## src/hw/rtl/lik_delay.sv

```systemverilog
module lik_delay #(
    parameter int W     = 8,
    parameter int DEPTH = 1
) (
    input  logic         clk,
    input  logic         rst_n,
    input  logic         en,
    input  logic [W-1:0] d,
    output logic [W-1:0] q
);

    logic [W-1:0] line_reg [0:DEPTH-1];

    always_ff @(posedge clk or negedge rst_n)
    begin
        if (!rst_n)
        begin
            for (int i = 0; i < DEPTH; i++)
            begin
                line_reg[i] <= '0;
            end
        end
        else if (en)
        begin
            line_reg[0] <= d;
            for (int i = 1; i < DEPTH; i++)
            begin
                line_reg[i] <= line_reg[i-1];
            end
        end
    end

    assign q = line_reg[DEPTH-1];

endmodule

```

## config.mk

```make
export PLATFORM = sky130hd
export DESIGN_NAME = lik_delay
export DESIGN_NICKNAME = d
export VERILOG_FILES = /design/src/hw/rtl/lik_delay.sv
export SDC_FILE = /design/constraint.sdc
export NUM_CORES = 1
export LEC_CHECK = 0
export ABC_CLOCK_PERIOD_IN_PS = 960
export BUFFER_PORTS_ARGS = -buffer_cell sky130_fd_sc_hd__buf_4
export CAP_MARGIN = 5
export CORE_AREA = 2 2 39 41
export CTS_CLUSTER_SIZE = 28
export DETAILED_ROUTE_END_ITERATION = 8
export DIE_AREA = 0 0 41 43
export PLACE_DENSITY = 0.6
export SLEW_MARGIN = 30
export SYNTH_ARGS = -nofsm -noshare
export SYNTH_HDL_FRONTEND = slang
export SYNTH_SLANG_ARGS = --single-unit
```

## constraint.sdc

```tcl
create_clock -name clk -period 0.96 [get_ports clk]
set_input_delay 0.096 -clock clk [delete_from_list [all_inputs] [get_ports clk]]
set_output_delay 0.096 -clock clk [all_outputs]
set_load 0.05 [all_outputs]
```

==> results.ini <==
[sta]
timing.slew.headroom_pct=89.9
fmax_ghz=1.07
tightest_slew_ps=152
setup_tns_ps=0
rsz0062_at_grt=false
maxSlewViolCount=0
setup-violations-final=0
period_needed_ps=937
clock_skew_ps=0
timing.final.crit_share_pct=97.6
final_hold_viol_count=0

[detailed_routing]
drt-initial-drc-count=0
wire_per_inst_um=13.0
ant_nets=0
post-route-drc-count=0
dr.pass1.iters=1
wl_um=703
via_count=222
via_per_inst=4.11

[floorplanning]
initial_core_util_pct=24.0
io_pins=19
dieArea_sq_um=1760
num_rows=14
die_h_um=43
die_x_um=41
core_area_sq_um=1380

[cts]
cts.clk_slew.worst_paths_ps=50
clkLatencyLatePin_ps=250
cts_tree=built
numCtsBuffers=3
cts.sinks=8
clockBufferDepth=2
htree_levels=1
root_buffer=clkbuf_4

[global_route]
grt_pass1_wl_um=1010
grtUsageTotal_pct=9.16
grt_overflow=0
grt_max_degree=9
antenna_found_initial=0
grt_pass1_vias=232

[worst_setup_path]
crit_chain=buf_4
endpoint_kind=primary output
cp_max_fo=2
max_stage_delay_ps=400
path_class=flop to primary output
critPathLaunchType=flop
path_buf_inv=1
crit_required_ps=860
cp.arrival_ps=840
critPathTopFamily=flip-flops
crit_slowest_cell=dfrtp_2

[synth]
yosys_warnings=0
yosysTopAreaCell=dfrtp_1
ys_ff_latch=8
synth_top_area_share_pct=60.4
synth_ff_type=dfrtp_1
seq_area_frac_synth_pct=60.4
synthTopCellsByArea=dfrtp_1, mux2_4, buf_6
yosysUniqueCellTypes=3
synthesis.nets=28
syn_inst=17
syn_area_per_cell_sq_um=19.5
synth_area_sq_um=332
async_flop_share_pct=100
synth_common_cells=dfrtp_1, mux2_4, buf_6
synth_edf_count=0

[finish]
drive_above_1_share_pct=97.4
final_nets=51
syn2layout_area_growth_pct=58.5
instances_no_fill=54
largest_register_ffs=8
antenna_cells=0

[power_and_ir_drop]
total_power_mw=0.944
ir_drop_uv=432
leakage_nw=0.258
p_per_area_nw_per_um2=1800

[run]
drv_cap=0

[placed_design]
place.gp.congestion=0.632
dp.cells=50
io_buffers=18

[run_status]
status=complete, no violations

[worst_hold_path]
hp-class=input port to flop

## repair_timing
item                                    in CTS  in global routing
buffers inserted                             0                  0
hold buffers                                 1                  0
endpoints found under the setup margin       0                  2
hold endpoints to repair                     8                  0
gates resized for setup                      0                  2
## routing by layer
layer / wire [um] / global-route usage (%) / vias up
li1: - / - / 102
met1: 244 / 9.40 / 111
met2: 401 / 14.7 / 7
met3: 36 / 3.14 / 2
met4: 21 / 6.00 / 0
met5: 0 / 0 / -
## cell usage in the layout, fill, tap and decap left out, drive strengths merged
| master | n |
|---|---|
| buf | 18 |
| clkbuf | 3 |
| dfrtp | 8 |
| dlygate4sd3 | 1 |
| mux2 | 8 |
## cell type report
| class | count | area, sq um |
|---|---|---|
| clock buffers | 3 | 22.5 |
| fillers | 133 | 858 |
| multi-input cells | 8 | 120 |
| flip-flops and latches | 8 | 210 |
| well taps | 16 | 20.0 |
| repair buffers | 19 | 153 |
## where the power goes
group	leakage (nW)	internal [mW]	switching, mW
sequential	0.0855	0.378	0.0216
combinational	0.159	0.127	0.164
clock	0.0138	0.143	0.111
total	0.258	0.647	0.297
## stage by stage
step	utilization (%)	worst slack, ps	hold WS, ps	area [sq um]
3_3_place_gp	35.1	196	-85.9	485
3_5_place_dp	35.1	187	-82.0	485
5_1_grt	38.0	0.790	66.9	526
6_report	38.0	23.0	70.3	526
2_1_floorplan	-	50.5	-200	342
4_1_cts	37.4	13.7	68.1	518
## cell families after synthesis
kind of cell           count (synthesis)  synth area share, %
flip-flops                             8                 60.4
buffers and inverters                  1                 3.40
multiplexers                           8                 36.2
## final timing paths
| check | from | to | slack [ps] | cells past startpoint |
|---|---|---|---|---|
| max | q[4] | q[4] | 20 | 1 |
| min | d[1] | q[1] | 70 | 2 |
| max reg2reg | q[0] | q[0] | 170 | 1 |
| min reg2reg | q[2] | q[2] | 520 | 1 |
| max in group asynchronous | rst_n | q[2] | 630 | 2 |
| min in group asynchronous | rst_n | q[4] | 190 | 2 |
No activity file was read; power rests on OpenSTA's default activity.
