==> src/hw/rtl/lik_sqrt_cell.sv <==
module lik_sqrt_cell #(
    parameter int RW = 42,
    parameter int K  = 0
) (
    input  logic          clk,
    input  logic          en,
    input  logic [RW-1:0] rem_in,
    input  logic [RW:0]   res_in,
    output logic [RW-1:0] rem_out,
    output logic [RW:0]   res_out
);

    localparam logic [RW:0] BIT = {{RW{1'b0}}, 1'b1} << (2 * K);

    logic [RW-1:0] rem_reg;
    logic [RW-1:0] rem_next;
    logic [RW:0]   res_reg;
    logic [RW:0]   res_next;
    logic [RW:0]   trial;

    always_comb
    begin
        trial = res_in + BIT;
        if ({1'b0, rem_in} >= trial)
        begin
            rem_next = rem_in - trial[RW-1:0];
            res_next = (res_in >> 1) + BIT;
        end
        else
        begin
            rem_next = rem_in;
            res_next = res_in >> 1;
        end
    end

    always_ff @(posedge clk)
    begin
        if (en)
        begin
            rem_reg <= rem_next;
            res_reg <= res_next;
        end
    end

    assign rem_out = rem_reg;
    assign res_out = res_reg;

endmodule

==> config.mk <==
export PLATFORM = sky130hd
export DESIGN_NAME = lik_sqrt_cell
export DESIGN_NICKNAME = d
export VERILOG_FILES = /design/src/hw/rtl/lik_sqrt_cell.sv
export SDC_FILE = /design/constraint.sdc
export NUM_CORES = 1
export LEC_CHECK = 0
export ABC_AREA = 1
export BUFFER_PORTS_ARGS = -buffer_cell sky130_fd_sc_hd__clkbuf_2
export CORE_MARGIN = 1.5
export CORE_UTILIZATION = 37
export DETAILED_ROUTE_END_ITERATION = 8
export GPL_TIMING_DRIVEN = 0
export PLACE_DENSITY_LB_ADDON = 0.2
export SYNTH_ARGS = -nofsm -noshare
export SYNTH_HDL_FRONTEND = slang
export SYNTH_SLANG_ARGS = --single-unit
==> constraint.sdc <==
create_clock -name clk -period 7 [get_ports clk]
set_clock_uncertainty 0.15 [all_clocks]
set_input_delay 0.35 -clock clk [delete_from_list [all_inputs] [get_ports clk]]
set_output_delay 0.35 -clock clk [all_outputs]
set_load 0.02 [all_outputs]
==> results.json <==
{
  "status": "finished clean",
  "crit_required_ns": 6.97,
  "async_reset_ff_share_pct": 0,
  "layout_min_cycle_time_ns": 5.58,
  "cts_setup_buffers": 0,
  "crit_type": "primary input to flip-flop",
  "hold_viol_final": 0,
  "path_clk_slew_ns": 0.08,
  "drt_first_pass_iters": 5,
  "syn-num-nets": 1578,
  "fillers": 2722,
  "grt_pass1_vias": 8718,
  "max_stage_delay_ns": 0.52,
  "seq_area_frac_synth_pct": 27.9,
  "design_area_um2": 10600,
  "yosys_warnings": 0,
  "drt-initial-drc-count": 561,
  "power_w": 0.00180,
  "vias_per_cell": 4.89,
  "postRouteAntennaNets": 0,
  "drive_above_1_share_pct": 14.2,
  "peakVddDrop_uv": 94.9,
  "crit_top_cell": "nand2_1",
  "drv_slew": 0,
  "die_w_um": 160,
  "ios": 172,
  "die_h_um": 160,
  "worst_pin_slew_ns": 0.638,
  "hp-start": "rem_in[40]",
  "ys_ff_latch": 85,
  "numClockSinks": 85,
  "syn-instance-count": 1446,
  "synthToLayoutAreaGrowth_pct": 16.1,
  "power_density_nw_per_um2": 169,
  "cts_root_buf": "clkbuf_16",
  "worst_slew_margin_rel_pct": 57.1,
  "antenna_found_initial": 0,
  "crit_slowest_cell": "nor3_1",
  "synth_flop_cell": "edfxtp_1",
  "tns_ns": 0,
  "antennaDiodeCount": 0,
  "fin_crit_sh_pct": 79.7,
  "setup_viol": 0,
  "ctsResizeCount": 0,
  "overflow": 0,
  "fp-row-count": 57,
  "startpoint_type": "primary input",
  "routed_wl_um": 34600,
  "max_clock_freq_mhz": 179,
  "syn_area_um2": 9140,
  "maxCapViolCount": 0,
  "die_area_um2": 25700,
  "min_path_type": "primary input to flip-flop",
  "synth_enable_flop_cells": 85,
  "whs_path_depth": 3,
  "utilization_pct": 43.8,
  "clk_path_buf_depth": 2,
  "numCtsBuffers": 9,
  "drc": 0,
  "layout.nets": 1743,
  "grt_pass1_wl_um": 51500,
  "dpl_cell_area_um2": 10300,
  "vias": 9477,
  "grt_start_max_net_pins": 45,
  "cts_tree": "yes",
  "worstPathMaxFanout": 10,
  "hold_buffers": 0,
  "hold_path_end": "rem_out[40]",
  "synthDistinctLibCells": 32,
  "hpwl_um": 29300,
  "gp_congestion": 0.963,
  "wl_per_cell_um": 17.8,
  "rsz0062_at_grt": "false",
  "track_usage_pct": 26.9,
  "cp-end-kind": "flip-flop",
  "h-tree-depth": 3,
  "cp_data_arrival_time_ns": 5.55,
  "syn-mean-instance-area_um2": 6.32,
  "power_leakage_nw": 5.55,
  "core-area_um2": 24200,
  "start_util_pct": 37.7,
  "io_buffer_count": 153
}
[logic make-up after synthesis]
group / share of synthesized area (%)
AND/OR/NAND/NOR: 41.9
buffers and inverters: 11.7
XOR/XNOR: 9.20
flip-flops: 27.9
AO/OA/AOI/OAI: 2.79
adder cells (fa/ha/maj): 6.24
multiplexers: 0.219
[flip-flops by register name, indices dropped and copies added (netlist names)]
register and count:
res_out 43, rem_out 42
[how the worst max path moves through the flow]
| stage | startpoint | end | slack (ns) | depth (start not counted) |
|---|---|---|---|---|
| 2_1_floorplan | res_in[0] | res_out[20] | 3.28 | 25 |
| 5_1_grt | res_in[1] | res_out[0] | 1.29 | 26 |
| 4_1_cts | res_in[1] | res_out[0] | 1.60 | 26 |
| 3_5_place_dp | res_in[1] | res_out[0] | 1.24 | 26 |
| 6_report | res_in[1] | res_out[0] | 1.42 | 26 |
| 3_3_place_gp | res_in[1] | res_out[0] | 1.21 | 26 |
[worst max-delay path, delay by kind of cell]
family	cells	cell delay (ns)
buffers and inverters	6	1.08
xor gates and xnor gates	1	0.21
and+or+nand+nor	17	3.21
adders and majority gates	2	0.68
[placed cells by master, fill, tap and decap left out, drive strengths merged, types with 3 or more instances in the layout]
cell type / count
nand3: 148
clkbuf: 167
buf: 41
nand4: 25
nor4: 5
o21bai: 10
xnor2: 31
nor3: 13
ha: 44
a21oi: 30
clkinv: 4
edfxtp: 85
inv: 200
nand2: 591
nor2: 145
xor2: 65
o21ai: 3
[power breakdown]
group | switching, W | total (W) | internal, W
logic | 0.000451 | 0.000668 | 0.000217
registers | 0.0000142 | 0.000644 | 0.000630
clock network | 0.000239 | 0.000485 | 0.000246
[cell type report]
type,count,area [um^2],area share [%]
clock buffers,9,225,2.12
plain buffers,45,319,3.01
flip-flops and latches,85,2550,24.0
multi-input cells,1117,5520,52.0
well taps,324,405,3.82
clock inverters,7,56.3,0.530
inverters,199,747,7.04
repair buffers,154,788,7.43
[layer usage]
metal  wire length, um  global-route usage (%)  up-vias
li1                  -                       -     4887
met1             17700                    40.3     4259
met2             14700                    41.4      307
met3              1750                    3.01       24
met4               454                    5.35        0
met5                 0                       0        -
[through the flow]
| step | instances | setup WS, ns | hold WS, ns |
|---|---|---|---|
| global placement | 1923 | 1.21 | 0.531 |
| finish | 1940 | 1.42 | 0.166 |
| global route | 1940 | 1.29 | 0.170 |
| floorplan | 1446 | 3.28 | 0.312 |
| detailed placement | 1924 | 1.24 | 0.530 |
| CTS | 1940 | 1.60 | 0.161 |
[cells in the mapped netlist (3+ instances only)]
master	number	area, um^2
xnor2_1	31	272
ha_1	44	551
nand3_1	147	736
nor3_1	13	65.1
edfxtp_1	85	2550
nand2_1	585	2200
xor2_1	65	569
buf_2	23	115
clkbuf_2	3	15.0
nand4_1	25	156
nor2_1	134	503
nor4_1	5	31.3
a21oi_1	30	150
buf_4	10	75.1
nor2_2	9	56.3
o21ai_0	3	15.0
buf_8	5	75.1
o21bai_1	10	75.1
inv_1	197	739
nand2_2	5	31.3
Power figures use the tool's default switching activity.
