`src/hw/rtl/lik_pkg.sv`:
```
package lik_pkg;

    localparam int FRAC_BITS = 16;
    localparam int REG_W     = 19;
    localparam int IO_W      = 20;
    localparam int CFG_IDX_W = 3;
    localparam int CORD_W    = 25;
    localparam int ANG_W     = 22;

    localparam longint PI4_Q40 = 64'sd863554413089;
    localparam longint PI_Q40  = 64'sd3454217652358;

    typedef enum logic [CFG_IDX_W-1:0] {
        CFG_GROUND_HEIGHT = 3'd0,
        CFG_HIP_LEN       = 3'd1,
        CFG_THIGH_LEN     = 3'd2,
        CFG_SHANK_LEN     = 3'd3,
        CFG_THIGH_BIAS    = 3'd4,
        CFG_SHANK_BIAS    = 3'd5
    } cfg_idx_t;

    localparam logic [REG_W-1:0] RST_GROUND_HEIGHT = 19'd6554;
    localparam logic [REG_W-1:0] RST_HIP_LEN       = 19'd3277;
    localparam logic [REG_W-1:0] RST_THIGH_LEN     = 19'd5243;
    localparam logic [REG_W-1:0] RST_SHANK_LEN     = 19'd7864;
    localparam logic [REG_W-1:0] RST_THIGH_BIAS    = 19'd126386;
    localparam logic [REG_W-1:0] RST_SHANK_BIAS    = 19'd130397;

    typedef struct packed {
        logic signed [IO_W-1:0] tip_x;
        logic signed [IO_W-1:0] tip_y;
        logic signed [IO_W-1:0] tip_z;
    } in_t;

    typedef struct packed {
        logic signed [IO_W-1:0] hip_angle;
        logic signed [IO_W-1:0] thigh_angle;
        logic signed [IO_W-1:0] shank_angle;
        logic                   reachable;
    } out_t;

    function automatic longint div_small(input longint num, input longint den);
        longint q;
        longint r;
        q = 0;
        r = 0;
        for (int b = 63; b >= 0; b--) begin
            r = (r <<< 1) | ((num >>> b) & 64'sd1);
            if (r >= den) begin
                r = r - den;
                q = q | (64'sd1 <<< b);
            end
        end
        return q;
    endfunction

    function automatic longint atan_q40(input int i);
        longint sum;
        longint term;
        int     e;
        sum = 0;
        if (i == 0) begin
            return PI4_Q40;
        end
        for (int k = 0; k < 64; k++) begin
            e = i * (2 * k + 1);
            if (e > 40) begin
                break;
            end
            term = div_small(64'sd1 <<< (40 - e), longint'(2 * k + 1));
            sum = ((k % 2) == 1) ? sum - term : sum + term;
        end
        return sum;
    endfunction

    function automatic longint q40_to_frac(input longint t);
        return (t + (64'sd1 <<< (39 - FRAC_BITS))) >>> (40 - FRAC_BITS);
    endfunction

    function automatic logic signed [ANG_W-1:0] atan_step(input int i);
        longint v;
        v = q40_to_frac(atan_q40(i));
        return v[ANG_W-1:0];
    endfunction

    function automatic logic signed [ANG_W-1:0] pi_frac();
        longint v;
        v = q40_to_frac(PI_Q40);
        return v[ANG_W-1:0];
    endfunction

endpackage

```
`src/hw/rtl/lik_cordic.sv`:
```
module lik_cordic #(
    parameter int STAGES = 18
) (
    input  logic                              clk,
    input  logic                              en,
    input  logic signed [lik_pkg::CORD_W-1:0] x_in,
    input  logic signed [lik_pkg::CORD_W-1:0] y_in,
    output logic signed [lik_pkg::ANG_W-1:0]  angle
);

    localparam int CW = lik_pkg::CORD_W;
    localparam int AW = lik_pkg::ANG_W;
    localparam logic signed [AW-1:0] PI_V = lik_pkg::pi_frac();

    logic signed [CW-1:0] x_s [0:STAGES];
    logic signed [CW-1:0] y_s [0:STAGES];
    logic signed [AW-1:0] a_s [0:STAGES];
    logic                 z_s [0:STAGES];

    logic signed [CW-1:0] x0_reg;
    logic signed [CW-1:0] x0_next;
    logic signed [CW-1:0] y0_reg;
    logic signed [CW-1:0] y0_next;
    logic signed [AW-1:0] a0_reg;
    logic signed [AW-1:0] a0_next;
    logic                 z0_reg;

    // A vector in the left half plane is turned by half a turn first.
    always_comb
    begin
        x0_next = x_in;
        y0_next = y_in;
        a0_next = '0;
        if (x_in < 0)
        begin
            x0_next = -x_in;
            y0_next = -y_in;
            a0_next = (y_in >= 0) ? PI_V : -PI_V;
        end
    end

    always_ff @(posedge clk)
    begin
        if (en)
        begin
            x0_reg <= x0_next;
            y0_reg <= y0_next;
            a0_reg <= a0_next;
            z0_reg <= (x_in == '0) && (y_in == '0);
        end
    end

    assign x_s[0] = x0_reg;
    assign y_s[0] = y0_reg;
    assign a_s[0] = a0_reg;
    assign z_s[0] = z0_reg;

    for (genvar i = 0; i < STAGES; i++)
    begin : g_stage
        localparam logic signed [AW-1:0] STEP = lik_pkg::atan_step(i);

        logic signed [CW-1:0] x_reg;
        logic signed [CW-1:0] x_next;
        logic signed [CW-1:0] y_reg;
        logic signed [CW-1:0] y_next;
        logic signed [AW-1:0] a_reg;
        logic signed [AW-1:0] a_next;
        logic                 z_reg;

        always_comb
        begin
            if (y_s[i] > 0)
            begin
                x_next = x_s[i] + (y_s[i] >>> i);
                y_next = y_s[i] - (x_s[i] >>> i);
                a_next = a_s[i] + STEP;
            end
            else
            begin
                x_next = x_s[i] - (y_s[i] >>> i);
                y_next = y_s[i] + (x_s[i] >>> i);
                a_next = a_s[i] - STEP;
            end
        end

        always_ff @(posedge clk)
        begin
            if (en)
            begin
                x_reg <= x_next;
                y_reg <= y_next;
                a_reg <= a_next;
                z_reg <= z_s[i];
            end
        end

        assign x_s[i+1] = x_reg;
        assign y_s[i+1] = y_reg;
        assign a_s[i+1] = a_reg;
        assign z_s[i+1] = z_reg;
    end

    assign angle = z_s[STAGES] ? '0 : a_s[STAGES];

endmodule

```
`config.mk`:
```
export PLATFORM = sky130hd
export DESIGN_NAME = lik_cordic
export DESIGN_NICKNAME = d
export VERILOG_FILES = /design/src/hw/rtl/lik_pkg.sv /design/src/hw/rtl/lik_cordic.sv
export SDC_FILE = /design/constraint.sdc
export NUM_CORES = 2
export LEC_CHECK = 0
export BUFFER_PORTS_ARGS = -buffer_cell sky130_fd_sc_hd__clkbuf_2
export CORE_MARGIN = 4
export CORE_UTILIZATION = 40
export DETAILED_ROUTE_END_ITERATION = 10
export PLACE_DENSITY = 0.65
export SETUP_SLACK_MARGIN = 0.2
export SLEW_MARGIN = 20
export SYNTH_ARGS = -nofsm -noshare
export SYNTH_HDL_FRONTEND = slang
export SYNTH_SLANG_ARGS = --single-unit
```
`constraint.sdc`:
```
create_clock -name clk -period 6.3 [get_ports clk]
set_input_delay 1.575 -clock clk [delete_from_list [all_inputs] [get_ports clk]]
set_output_delay 1.575 -clock clk [all_outputs]
set_load 0.005 [all_outputs]
```
==> results.md <==
- Status: finished, final reports clean
- Post-synthesis mux area share: 0.227%
- Inserted Clock Buffers: 156
- Area fraction in compound gates after synthesis: 18.4%
- Mapped Nets: 11600
- Worst R2R Setup Slack: 0.51 ns
- Initial antenna violation count: 1
- Post-layout min period: 5.79 ns
- Fmax: 173 MHz
- First-pass GRT wire length: 408000 um
- Ys Warns: 0
- Met1 usage: 22.2%
- Crit-path max cell delay: 0.56 ns
- Post-synthesis xor/xnor area fraction: 12.3%
- Global Route met3 Usage: 2.32%
- GRT Overall Usage: 19.0%
- Worst-Margin Slew: 1.06 ns
- Post-Route WL: 258000 um
- Crit path kind: register to register
- Vias in the first global route: 77500
- Final setup violation count: 0
- Synth async-reset ratio: 0%
- Max cap viols: 0
- Pin count of the biggest net entering global routing: 148
- Simple-Gate Fraction of Synth Area: 13.5%
- Crit-path slowest cell: or4_1
- Synthesized flop and latch total: 1274
- Sink Count: 1274
- GPL Wtd Cong: 0.907
- Port-buffer cells: 73
- CP max FO: 18
- Largest register FFs: 424
- Area post-placement: 107000 um2
- Hold path depth: 0
- Syn-to-layout area delta: 10.6%
- Hold Crit Class: register to register
- Placeable Area: 252000 um2
- Design Area, Final: 112000 um2
- Nets@finish: 11800
- Syn_area_per_cell: 9.76 um2
- Sequential fraction of the synthesis area: 37.7%
- Top Ports: 74
- DR iter-0 viols: 5339
- Pre-antenna DRT Iters: 6
- Skew-Pair Late Insertion Delay: 0.81 ns
- Top_reg_cell synth: edfxtp_1
- CP startpoint: g_stage[1].y_reg[2]
- Final TNS setup: 0 ns
- Clock transition at path regs: 0.06 ns
- GR Overflow Total: 0
- Die width: 512 um
- Routed vias: 78500
- Vias per inst: 5.58
- Util after Layout: 44.5%
- ANT nets after route: 0
- CTS tree: done
- Critical path, cell by cell: inv_1 > ha_1 > nand3_1 > or4_1 > nor3b_2 > nand2_1 > nor3_4 > nor2_4 > o21ai_0 > inv_1 > ha_1 > nor2b_1 > o21a_1 > o21ai_0 > a21o_1 > a31oi_1 > a221o_1 > a221o_1 > o221ai_1 > xnor2_1
- Die ar.: 262000 um2
- Clock buffer depth: 3
- RSZ-0062 raised after global routing: false
- Die Y: 512 um
- Fin crit share: 91.9%
- CP Capture Type: register
- Slew Limit Fails: 0
- Detail Placement HPWL: 205000 um
- Fillers: 23700
- Reg-to-reg startpoint: g_stage[1].y_reg[2]
- Clock root cell: clkbuf_16
- # DRC: 0
- Required @ worst endpoint: 6.82 ns
- Adder-Cell Fraction of Synth Area: 15.1%
- Largest family of logic cells by synthesized area: compound AO/OA/AOI/OAI gates
- H-tree levels: 4
- Worst reg-to-reg path cell count: 20
- WL/cell: 18.3 um
- Critical path endpoint: g_stage[2].x_reg[21]
- Initial Utilization: 40.3%
- Netlist cell types: 88
- Post-Synthesis Cells: 10400
- Data arrival, critical path: 6.31 ns
- Cell Rows: 184
- Clock skew: 0.0418 ns
- Gr busiest metal: met2
- RR Endpoint: g_stage[2].x_reg[21]
- Syn Std Cell Area: 101000 um2
- Critical path startpoint category: register
- Slew headroom: 28.6%
- GR Util met2: 34.7%
- Share of cells above drive strength 1: 5.44%
- Final hold violations: 0
- Post-synth EDFFs: 1274
-- metrics by stage --
stage                     hold WS, ns  std cells  worst slack (ns)
after floorplan                 0.400      10400             0.381
after global placement          0.402      13800           -0.0417
after detailed placement        0.405      13800            -0.111
after CTS                       0.398      14100             0.221
after global routing            0.421      14100             0.187
final                           0.399      14100             0.513
-- cell type report --
cell class,instances,area (um2),area share [%]
Multi-Input combinational cell,8406,60700,54.1
Sequential cell,1274,38300,34.1
Tap cell,3348,4190,3.74
Clock buffer,176,3980,3.55
Inverter,545,2050,1.83
Timing Repair Buffer,205,1510,1.35
Clock inverter,105,1430,1.27
Antenna cell,1,2.50,0.00223
-- worst max-delay path, delay by kind of cell, from the launching register on --
family / cells / cell delay [ns]
AO/OA/AOI/OAI: 8 / 2.29
AND/OR/NAND/NOR: 7 / 1.90
flip-flops: 1 / 0.48
adder cells (fa/ha/maj): 2 / 0.48
buffers and inverters: 2 / 0.21
XOR/XNOR: 1 / 0.14
-- cell usage in the layout, fill, tap and decap left out, types with 72 or more instances in the layout --
master and count:
edfxtp_1 1274, ha_1 1137, xnor2_1 1023, a21oi_1 864
nor2_1 851, nand2_1 661, o21ai_0 639, inv_1 536
xor2_1 406, a21o_1 368, nor3_1 237, nor2b_1 193
nand3_1 179, o21a_1 170, clkbuf_16 156, nand2b_1 155
o31ai_1 147, buf_4 120, o21bai_1 113, nor4_1 92
a31oi_1 80, or3_1 76, and3_1 76, a211oi_1 72
clkbuf_2 72
-- synth_stat cells (all sizes together), types with 62 or more instances --
library cell | n | area share [%]
edfxtp | 1274 | 38
inv | 539 | 2.0
o21ai | 651 | 3.2
or3 | 77 | 0.48
nor2b | 197 | 1.2
o21bai | 115 | 0.85
nor3 | 240 | 1.2
nor2 | 854 | 3.2
xor2 | 406 | 3.5
a211oi | 74 | 0.55
o21a | 170 | 1.3
a21oi | 865 | 4.3
clkbuf | 139 | 0.51
xnor2 | 1023 | 8.8
nand2b | 155 | 0.96
nor4 | 93 | 0.57
o31ai | 155 | 1.1
nand3 | 179 | 0.88
and3 | 76 | 0.47
nand2 | 661 | 2.4
ha | 1137 | 14
or4 | 62 | 0.47
a31oi | 87 | 0.55
a21o | 368 | 2.7
-- worst min-delay path by stage --
stage	start	end	slack (ns)
2_1_floorplan	a0_reg[0]	g_stage[0].a_reg[0]	0.40
3_3_place_gp	g_stage[13].a_reg[0]	g_stage[14].a_reg[0]	0.40
3_5_place_dp	g_stage[13].a_reg[1]	g_stage[14].a_reg[1]	0.40
4_1_cts	g_stage[2].a_reg[0]	g_stage[3].a_reg[0]	0.40
5_1_grt	g_stage[2].a_reg[0]	g_stage[3].a_reg[0]	0.42
6_report	g_stage[2].a_reg[0]	g_stage[3].a_reg[0]	0.40
-- kinds of logic (layout without fill, tap and decap cells) --
family                     Yosys count  after routing
adders and majority gates         1191           1191
DFF                               1274           1274
other                                0              1
buffers and inverters              707           1031
muxes                               22             22
xor gates and xnor gates          1429           1429
and+or+nand+nor                   2827           2827
AOI/OAI and AO/OA                 2937           2937
-- timing repair --
action | in CTS | in global routing
endpoints found under the setup margin | 17 | 83
pin swaps | 0 | 7
hold endpoints to repair | 0 | 0
hold buffers | 0 | 0
gates resized for setup | 1 | 47
setup buffers | 0 | 3
-- per-layer routing --
layer / share of wire (%) / wire [um]
met1: 41 / 106000
met2: 50 / 129000
met3: 3.8 / 9880
met4: 4.7 / 12200
met5: 0 / 0
Power is not shown: default switching activity piles up to over one toggle a cycle in this logic, so the estimate is an artifact.
