**src/hw/rtl/lik_div_cell.sv**
```systemverilog
module lik_div_cell #(
    parameter int DW = 42,
    parameter int QW = 16
) (
    input  logic          clk,
    input  logic          en,
    input  logic [DW-1:0] rem_in,
    input  logic [DW-1:0] d_in,
    input  logic [QW-1:0] q_in,
    output logic [DW-1:0] rem_out,
    output logic [DW-1:0] d_out,
    output logic [QW-1:0] q_out
);

    logic [DW-1:0] rem_reg;
    logic [DW-1:0] rem_next;
    logic [DW-1:0] d_reg;
    logic [QW-1:0] q_reg;
    logic [QW-1:0] q_next;
    logic [DW-1:0] shifted;
    logic          ge;

    always_comb
    begin
        shifted  = {rem_in[DW-2:0], 1'b0};
        ge       = shifted >= d_in;
        rem_next = ge ? shifted - d_in : shifted;
        q_next   = {q_in[QW-2:0], ge};
    end

    always_ff @(posedge clk)
    begin
        if (en)
        begin
            rem_reg <= rem_next;
            d_reg   <= d_in;
            q_reg   <= q_next;
        end
    end

    assign rem_out = rem_reg;
    assign d_out   = d_reg;
    assign q_out   = q_reg;

endmodule

```
**config.mk**
```make
export PLATFORM = sky130hd
export DESIGN_NAME = lik_div_cell
export DESIGN_NICKNAME = d
export VERILOG_FILES = /design/src/hw/rtl/lik_div_cell.sv
export SDC_FILE = /design/constraint.sdc
export NUM_CORES = 1
export LEC_CHECK = 0
export BUFFER_PORTS_ARGS = -buffer_cell sky130_fd_sc_hd__buf_2
export CORE_MARGIN = 2
export CORE_UTILIZATION = 48
export DETAILED_ROUTE_END_ITERATION = 12
export PLACE_DENSITY = 0.76
export SLEW_MARGIN = 10
export SYNTH_ARGS = -nofsm -noshare
export SYNTH_HDL_FRONTEND = slang
export SYNTH_SLANG_ARGS = --single-unit
export TNS_END_PERCENT = 30
```
**constraint.sdc**
```tcl
create_clock -name clk -period 7.9 [get_ports clk]
set_input_delay 0.79 -clock clk [delete_from_list [all_inputs] [get_ports clk]]
set_output_delay 0.79 -clock clk [all_outputs]
set_load 0.03 [all_outputs]
```
==> impl_metrics.toml, run 1 <==
[timing]
period_share = 0.554
tightest_slew_ps = 814
tns_ps = 0
fmax_mhz = 228
slew_headroom = 0.450
drv_slew = 0
setup_violations = 0
rsz0062_at_grt = "no"
period_minus_slack_ps = 4380
hold_violations = 0
worst_slack_ps = 3520

[worst_setup_path]
cp_max_fo = 21
slowest_delay_ps = 500
startpoint_type = "input port"
crit_end = "rem_out[24]"
crit_path_start = "rem_in[0]"
crit_slowest_cell = "buf_4"
path_class = "input port to register"
endpoint_kind = "register"
cp_cell_sequence = "buf_2 > inv_1 > fa_1 > nor2b_1 > o31a_1 > o21ai_1 > a21oi_1 > o21ai_2 > and3_2 > nor4b_2 > nor3b_4 > inv_2 > buf_4 > mux2_4"
cp.arrival_ps = 4480
required_ps = 8000

[power]
clockPowerShare = 0.263
power.leakage_nw = 3.59
internal_power_mw = 1.08
ir_worst_vdd_mv = 0.0874
p_switching_uw = 543
p_sw_frac = 0.335
p_comb_frac = 0.324
p_per_area_nw_per_um2 = 208
seqPwrFrac = 0.412

[synthesis]
synth-edff-count = 100
ys_types = 59
syn_avg_cell_area_um2 = 11.2
ys_warn_count = 0
syn_inst = 568
synth_area_leaders = "edfxtp_1 47%, mux2_4 8.9%, ha_1 8.2%, a21o_1 3.2%, inv_1 3.1%"
synth.top_cell.area_share = 0.471
synth_top_cell_by_area = "edfxtp_1"
postSynth.asyncResetShare = 0
ys_seq_elements = 100
yosysSeqAreaShare = 0.471
ys.flop_type = "edfxtp_1"
synth_area_um2 = 6380
syn_nets = 713

[final_layout]
register_area_um2 = 3000
post_route_cells_drive_above_1_share = 0.344
multiInputGateArea_um2 = 3070
fin_nets = 908
final_common_cell = "buf_2"
syn_to_final_growth_pct = 22.3
final_cell_mix = "198 x buf_2, 100 x edfxtp_1, 53 x inv_1"
fill_cells = 1110

[placed_design]
placement.io_buffers = 199
place_worst_setup_slack_ps = 3160
dp_hpwl_mm = 12.1
gp_congestion = 0.839

[global_routing]
grt_overflow = 0
grt_usage = 0.218
grt_max_degree = 59
grt_pass1_wl_mm = 24.6
grt_pass1_vias = 5074
grt_antenna_before_repair = 1

[run]
max_cap_violations = 0

[clock_tree]
htreeDepth = 3
cts_setup_buffers = 0
cts_tree = "yes"
cts.reportedPaths.clkPinSlew_ps = 70
cts_resized = 0
cts_hold_repair.buffers = 0
cts-buffers-inserted = 9
clock-sinks = 100
cts.path.max_buffers = 2
cts_root_buf = "clkbuf_16"

[routing]
route.detailed.drc = 0
ant_nets = 0
vias = 5111
firstDrtPassIters = 4
via_per_inst = 5.41
drt_wl_total_mm = 15.6
initialDrtViolationCount = 365
wl_per_cell_um = 16.5

[floorplanning]
fp.coreArea_um2 = 13100
die_h_um = 119
die_w_um = 119
start_util = 0.488
die_area_um2 = 14200
placementRows = 42
ios = 202

[hold_path]
hold_path_class = "input port to register"

[run_status]
status = "finished, final reports clean"
==> power groups by stage <==
stage          Sequential (mW)  Clock, mW  Combinational [mW]
2_1_floorplan            0.797          0               0.264
3_3_place_gp             0.678          0               0.518
3_5_place_dp             0.680          0               0.524
4_1_cts                  0.669      0.435               0.527
5_1_grt                  0.673      0.456               0.568
6_report                 0.668      0.427               0.525
==> state kept, by name, summed over array words and instances, names as in the netlist <==
name,count
q_out,16
d_out,42
rem_out,42
==> worst min-delay path by stage <==
stage	startpoint	to	depth (start not counted)
global route	q_in[7]	q_out[8]	1
floorplan	d_in[0]	d_out[0]	0
global placement	q_in[13]	q_out[14]	1
detailed placement	q_in[13]	q_out[14]	1
CTS	q_in[13]	q_out[14]	1
finish	q_in[7]	q_out[8]	1
==> synth_stat cells, types with 3 or more instances <==
master	number
mux2_4	38
and4_1	3
nand4_1	8
edfxtp_1	100
o31a_1	3
clkbuf_1	12
ha_1	42
o21ai_0	20
a21oi_1	39
inv_1	53
nand2_1	31
or3_1	4
buf_6	5
o211ai_1	3
a41oi_1	3
nor2b_1	8
xnor2_1	22
nor3_1	17
o311ai_0	3
nand3_1	16
o21bai_1	8
nor2_1	34
nand2b_1	3
a211oi_1	6
a31oi_1	3
a21o_1	27
xor2_1	10
o21a_1	7
==> final cells by class <==
| cell class | count | area share |
|---|---|---|
| repair buffers | 201 | 0.130 |
| clock buffers | 9 | 0.0289 |
| multi-input cells | 397 | 0.394 |
| flip-flops and latches | 100 | 0.385 |
| diodes | 1 | 0.000321 |
| clock inverters | 7 | 0.00770 |
| well taps | 176 | 0.0282 |
| inverters | 54 | 0.0260 |
==> logic make-up (layout without fill, tap and decap cells) <==
family	count (synthesis)	in the layout	synth area share
xor gates and xnor gates	32	32	0.0439
and+or+nand+nor	138	138	0.110
muxes	41	41	0.0943
other	0	1	0
buffers and inverters	71	271	0.0477
DFF	100	100	0.471
adders and majority gates	43	43	0.0855
AOI/OAI and AO/OA	143	143	0.148
==> metrics by stage <==
stage / hold WS (ps) / std cells / power, mW / util / instance area (µm²)
finish: 605 / 945 / 1.62 / 0.596 / 7800
global route: 594 / 944 / 1.70 / 0.596 / 7800
CTS: 599 / 944 / 1.63 / 0.596 / 7800
detailed placement: 969 / 928 / 1.20 / 0.574 / 7510
global placement: 967 / 928 / 1.20 / 0.574 / 7510
floorplan: 889 / 568 / 1.06 / - / 6380
==> critical path: cells and delay by family <==
family | cells | cell delay (ps)
buf+inv | 4 | 1150
simple gates | 4 | 870
compound gates | 4 | 830
fa+ha+maj | 1 | 470
mux | 1 | 340
==> metal layers <==
layer / wire length [µm] / global-route usage / up-vias
met1: 6950 / 0.286 / 2413
met2: 7280 / 0.353 / 175
met5: 0 / 0 / -
li1: - / - / 2497
met4: 428 / 0.0978 / 0
met3: 937 / 0.0412 / 26
(Power assumes the default switching activity.)
==> inputs of run 2 (changes only) <==
==> constraint.sdc (replaced) <==
create_clock -name clk -period 4.3 [get_ports clk]
set_input_delay 0.43 -clock clk [delete_from_list [all_inputs] [get_ports clk]]
set_output_delay 0.43 -clock clk [all_outputs]
set_load 0.03 [all_outputs]
==> run 2 against run 1 <==
Compared with the run above:
- final cell count rose by 0.21%
- via count rose by 1.2%
- die area did not move
- utilization rose by 0.76 points
- clock power rose by 140%
- clock-buffer cell count did not move
- sequential power rose by 84%
- cell area rose by 1.3%
- critical path type unchanged
- critical endpoint is now rem_out[41]
==> impl_metrics.toml, run 2 (synthesis gave the netlist of run 1 again) <==
[worst_setup_path]
cp.arrival_ps = 3500
slowest_delay_ps = 460
cp_cell_sequence = "buf_2 > inv_1 > fa_1 > nor2b_1 > o31a_1 > o21ai_1 > a21oi_1 > o21ai_2 > and3_2 > nor4b_2 > nor3b_4 > inv_2 > buf_4 > mux2_2"
path_class = "input port to register"
endpoint_kind = "register"
cp_max_fo = 21
crit_slowest_cell = "fa_1"
required_ps = 4410
startpoint_type = "input port"

[global_routing]
grt_pass1_vias = 5171
grt_usage = 0.223
grt_overflow = 0
grt_pass1_wl_mm = 25.2
grt_antenna_before_repair = 1
grt_max_degree = 58

[final_layout]
post_route_cells_drive_above_1_share = 0.345
final_common_cell = "buf_2"
syn_to_final_growth_pct = 23.8
final_cell_mix = "198 x buf_2, 100 x edfxtp_1, 53 x inv_1"
fin_nets = 910

[placed_design]
gp_congestion = 0.843
dp_hpwl_mm = 12.1
placement.io_buffers = 199

[routing]
ant_nets = 0
wl_per_cell_um = 16.6
vias = 5171
route.detailed.drc = 0
firstDrtPassIters = 5
initialDrtViolationCount = 331
via_per_inst = 5.46
drt_wl_total_mm = 15.7

[power]
power.leakage_nw = 3.64
p_per_area_nw_per_um2 = 406
ir_worst_vdd_mv = 0.183

[timing]
period_share = 0.790
slew_headroom = 0.396
timing.hold.ws_ps = 250
hold_violations = 0
period_minus_slack_ps = 3400
fmax_mhz = 294
drv_slew = 0
setup_violations = 0
tns_ps = 0
tightest_slew_ps = 894
rsz0062_at_grt = "no"

[clock_tree]
clock-sinks = 100
cts.reportedPaths.clkPinSlew_ps = 70
cts.path.max_buffers = 2
cts_resized = 0
cts_hold_repair.buffers = 0
cts_setup_buffers = 0
cts_tree = "yes"
cts-buffers-inserted = 9
cts_root_buf = "clkbuf_16"
htreeDepth = 3

[floorplanning]
ios = 202
die_h_um = 119
die_w_um = 119
start_util = 0.488
placementRows = 42
fp.coreArea_um2 = 13100
die_area_um2 = 14200

[hold_path]
min_to = "q_out[10]"
hold_path_class = "input port to register"
whs_path_depth = 1
hp-start = "q_in[9]"

[run_status]
status = "finished, final reports clean"

[run]
max_cap_violations = 0
## run 2: cell count changes in the layout (fill, tap and decap cells not counted)
cell / change
inv_8: -1
clkinv_4: -2
clkinvlp_4: -2
inv_6: +1
buf_4: +2
bufinv_16: +4
## run 2: worst max-delay path by stage
stage	startpoint	to	slack, ps	cells after the start
2_1_floorplan	rem_in[0]	rem_out[10]	1170	13
3_3_place_gp	rem_in[0]	rem_out[41]	550	14
3_5_place_dp	rem_in[0]	rem_out[41]	540	14
4_1_cts	rem_in[0]	rem_out[41]	880	14
5_1_grt	rem_in[0]	rem_out[41]	650	14
6_report	rem_in[0]	rem_out[41]	900	14
## run 2: layer usage
metal / routed length, µm / track usage / up-vias
met5: 0 / 0 / -
met4: 390 / 0.0868 / 0
met3: 989 / 0.0421 / 25
met2: 7290 / 0.366 / 190
met1: 7080 / 0.294 / 2442
li1: - / - / 2514
## run 2: layout make-up
class / count / area (µm²)
Tap cell: 176 / 220
Multi-Input combinational cell: 397 / 3070
Fill cell: 1088 / 5180
Timing Repair Buffer: 203 / 1030
Clock inverter: 7 / 145
Antenna cell: 1 / 2.50
Clock buffer: 9 / 225
Sequential cell: 100 / 3000
Inverter: 54 / 203
## run 2: worst max-delay path, delay by kind of cell
family	cells	cell delay [ps]
AOI/OAI and AO/OA	4	790
adders and majority gates	1	460
muxes	1	380
buffers and inverters	4	590
and+or+nand+nor	4	850
## run 2: metrics by stage
step | setup WS, ps | cells | area [µm²] | total power, mW | util
after global routing | 650 | 946 | 7900 | 3.34 | 0.604
after CTS | 880 | 946 | 7900 | 3.23 | 0.604
final | 901 | 947 | 7900 | 3.21 | 0.604
after global placement | 555 | 930 | 7530 | 2.20 | 0.575
after floorplan | 1170 | 568 | 6380 | 1.95 | -
after detailed placement | 541 | 930 | 7530 | 2.21 | 0.575
## run 2: power by group
group | switching [mW] | internal [mW] | total (mW)
logic | 0.592 | 0.380 | 0.972
registers | 0.0253 | 1.20 | 1.23
clock network | 0.378 | 0.632 | 1.01
total | 0.995 | 2.21 | 3.21
==> inputs of run 3 (changes only) <==
==> constraint.sdc (replaced) <==
create_clock -name clk -period 3.5 [get_ports clk]
set_input_delay 0.35 -clock clk [delete_from_list [all_inputs] [get_ports clk]]
set_output_delay 0.35 -clock clk [all_outputs]
set_load 0.03 [all_outputs]
==> run 3 against run 2 <==
Compared with the run above:
- non-clock buffer count rose by 16
- clock power rose by 22%
- first-iteration DRC count fell by 15%
- critical path type unchanged
- critical endpoint unchanged
==> impl_metrics.toml, run 3 (synthesis gave the netlist of run 1 again) <==
[final_layout]
final_cell_mix = "198 x buf_2, 100 x edfxtp_1, 53 x inv_1"
fin_util = 0.617
post_route_cells_drive_above_1_share = 0.360
final_area_um2 = 8070
fin_nets = 926
fin_cells = 964
syn_to_final_growth_pct = 26.5
final_common_cell = "buf_2"

[routing]
drt_wl_total_mm = 15.7
route.detailed.drc = 0
firstDrtPassIters = 5
ant_nets = 0
initialDrtViolationCount = 281
wl_per_cell_um = 16.3
via_per_inst = 5.32
vias = 5128

[worst_setup_path]
endpoint_kind = "register"
path_class = "input port to register"
startpoint_type = "input port"
cp.arrival_ps = 3280
cp_num_buf_inv = 4
cp_max_fo = 23
cp_cell_sequence = "buf_2 > inv_1 > fa_1 > nor2b_1 > o31a_1 > o21ai_1 > a21oi_1 > o21ai_2 > and3_2 > nor4b_2 > nor3b_4 > inv_2 > buf_12 > mux2_2"
required_ps = 3600
slowest_delay_ps = 460
cp_top_family = "simple AND/OR/NAND/NOR gates"
crit_slowest_cell = "fa_1"

[floorplanning]
placementRows = 42
die_area_um2 = 14200
fp.coreArea_um2 = 13100
start_util = 0.488
die_h_um = 119
die_w_um = 119
ios = 202

[global_routing]
grt_usage = 0.218
grt_max_degree = 61
grt_antenna_before_repair = 1
grt_pass1_wl_mm = 24.5
grt_pass1_vias = 5056
grt_overflow = 0

[placed_design]
gp_congestion = 0.863
placement.io_buffers = 199
dp.cells = 946
dp_hpwl_mm = 12.2
dpl_cell_area_um2 = 7680

[power]
p_per_area_nw_per_um2 = 491
ir_worst_vdd_mv = 0.227
power.leakage_nw = 3.74
p_total_mw = 3.96

[clock_tree]
htreeDepth = 3
cts_tree = "yes"
clock-sinks = 100
cts.reportedPaths.clkPinSlew_ps = 70
cts_root_buf = "clkbuf_16"
cts.path.max_buffers = 2
cts-buffers-inserted = 9
cts_setup_buffers = 0

[timing]
period_minus_slack_ps = 3180
drv_slew = 0
tightest_slew_ps = 942
timing.hold.ws_ps = 168
setup_violations = 0
period_share = 0.908
slew_headroom = 0.364
fmax_mhz = 315
hold_violations = 0
rsz0062_at_grt = "no"

[run]
max_cap_violations = 0

[run_status]
status = "finished, final reports clean"

[hold_path]
hold_path_class = "input port to register"
## run 3: cell type report
cell class / instances / area, µm²
Fill cell: 1061 / 5020
Sequential cell: 100 / 3000
Clock inverter: 7 / 148
Clock buffer: 9 / 225
Timing Repair Buffer: 219 / 1190
Tap cell: 176 / 220
Multi-Input combinational cell: 397 / 3080
Antenna cell: 2 / 5.00
Inverter: 54 / 203
## run 3: power breakdown
| part | switching [mW] | total, mW | internal (mW) |
|---|---|---|---|
| registers | 0.0325 | 1.51 | 1.48 |
| logic | 0.733 | 1.23 | 0.494 |
| clock network | 0.448 | 1.23 | 0.777 |
## run 3: per-stage QoR
stage / setup TNS, ps / setup slack (ps)
finish: 0 / 322
CTS: 0 / 183
detailed placement: -303 / -173
global route: 0 / 101
floorplan: 0 / 450
global placement: -328 / -183
## run 3: what timing repair did
item,CTS,global route
endpoints found under the setup margin,0,1
resized for setup,0,1
hold buffers,0,0
## run 3: layer usage
layer | vias up | wire, µm | track usage
li1 | 2535 | - | -
met1 | 2365 | 7100 | 0.286
met2 | 212 | 7410 | 0.364
met3 | 16 | 964 | 0.0402
met4 | 0 | 256 | 0.0765
met5 | - | 0 | 0
## run 3: final timing paths
path  startpoint           to  depth (start not counted)
max    rem_in[0]  rem_out[41]                         14
min     q_in[12]    q_out[13]                          1
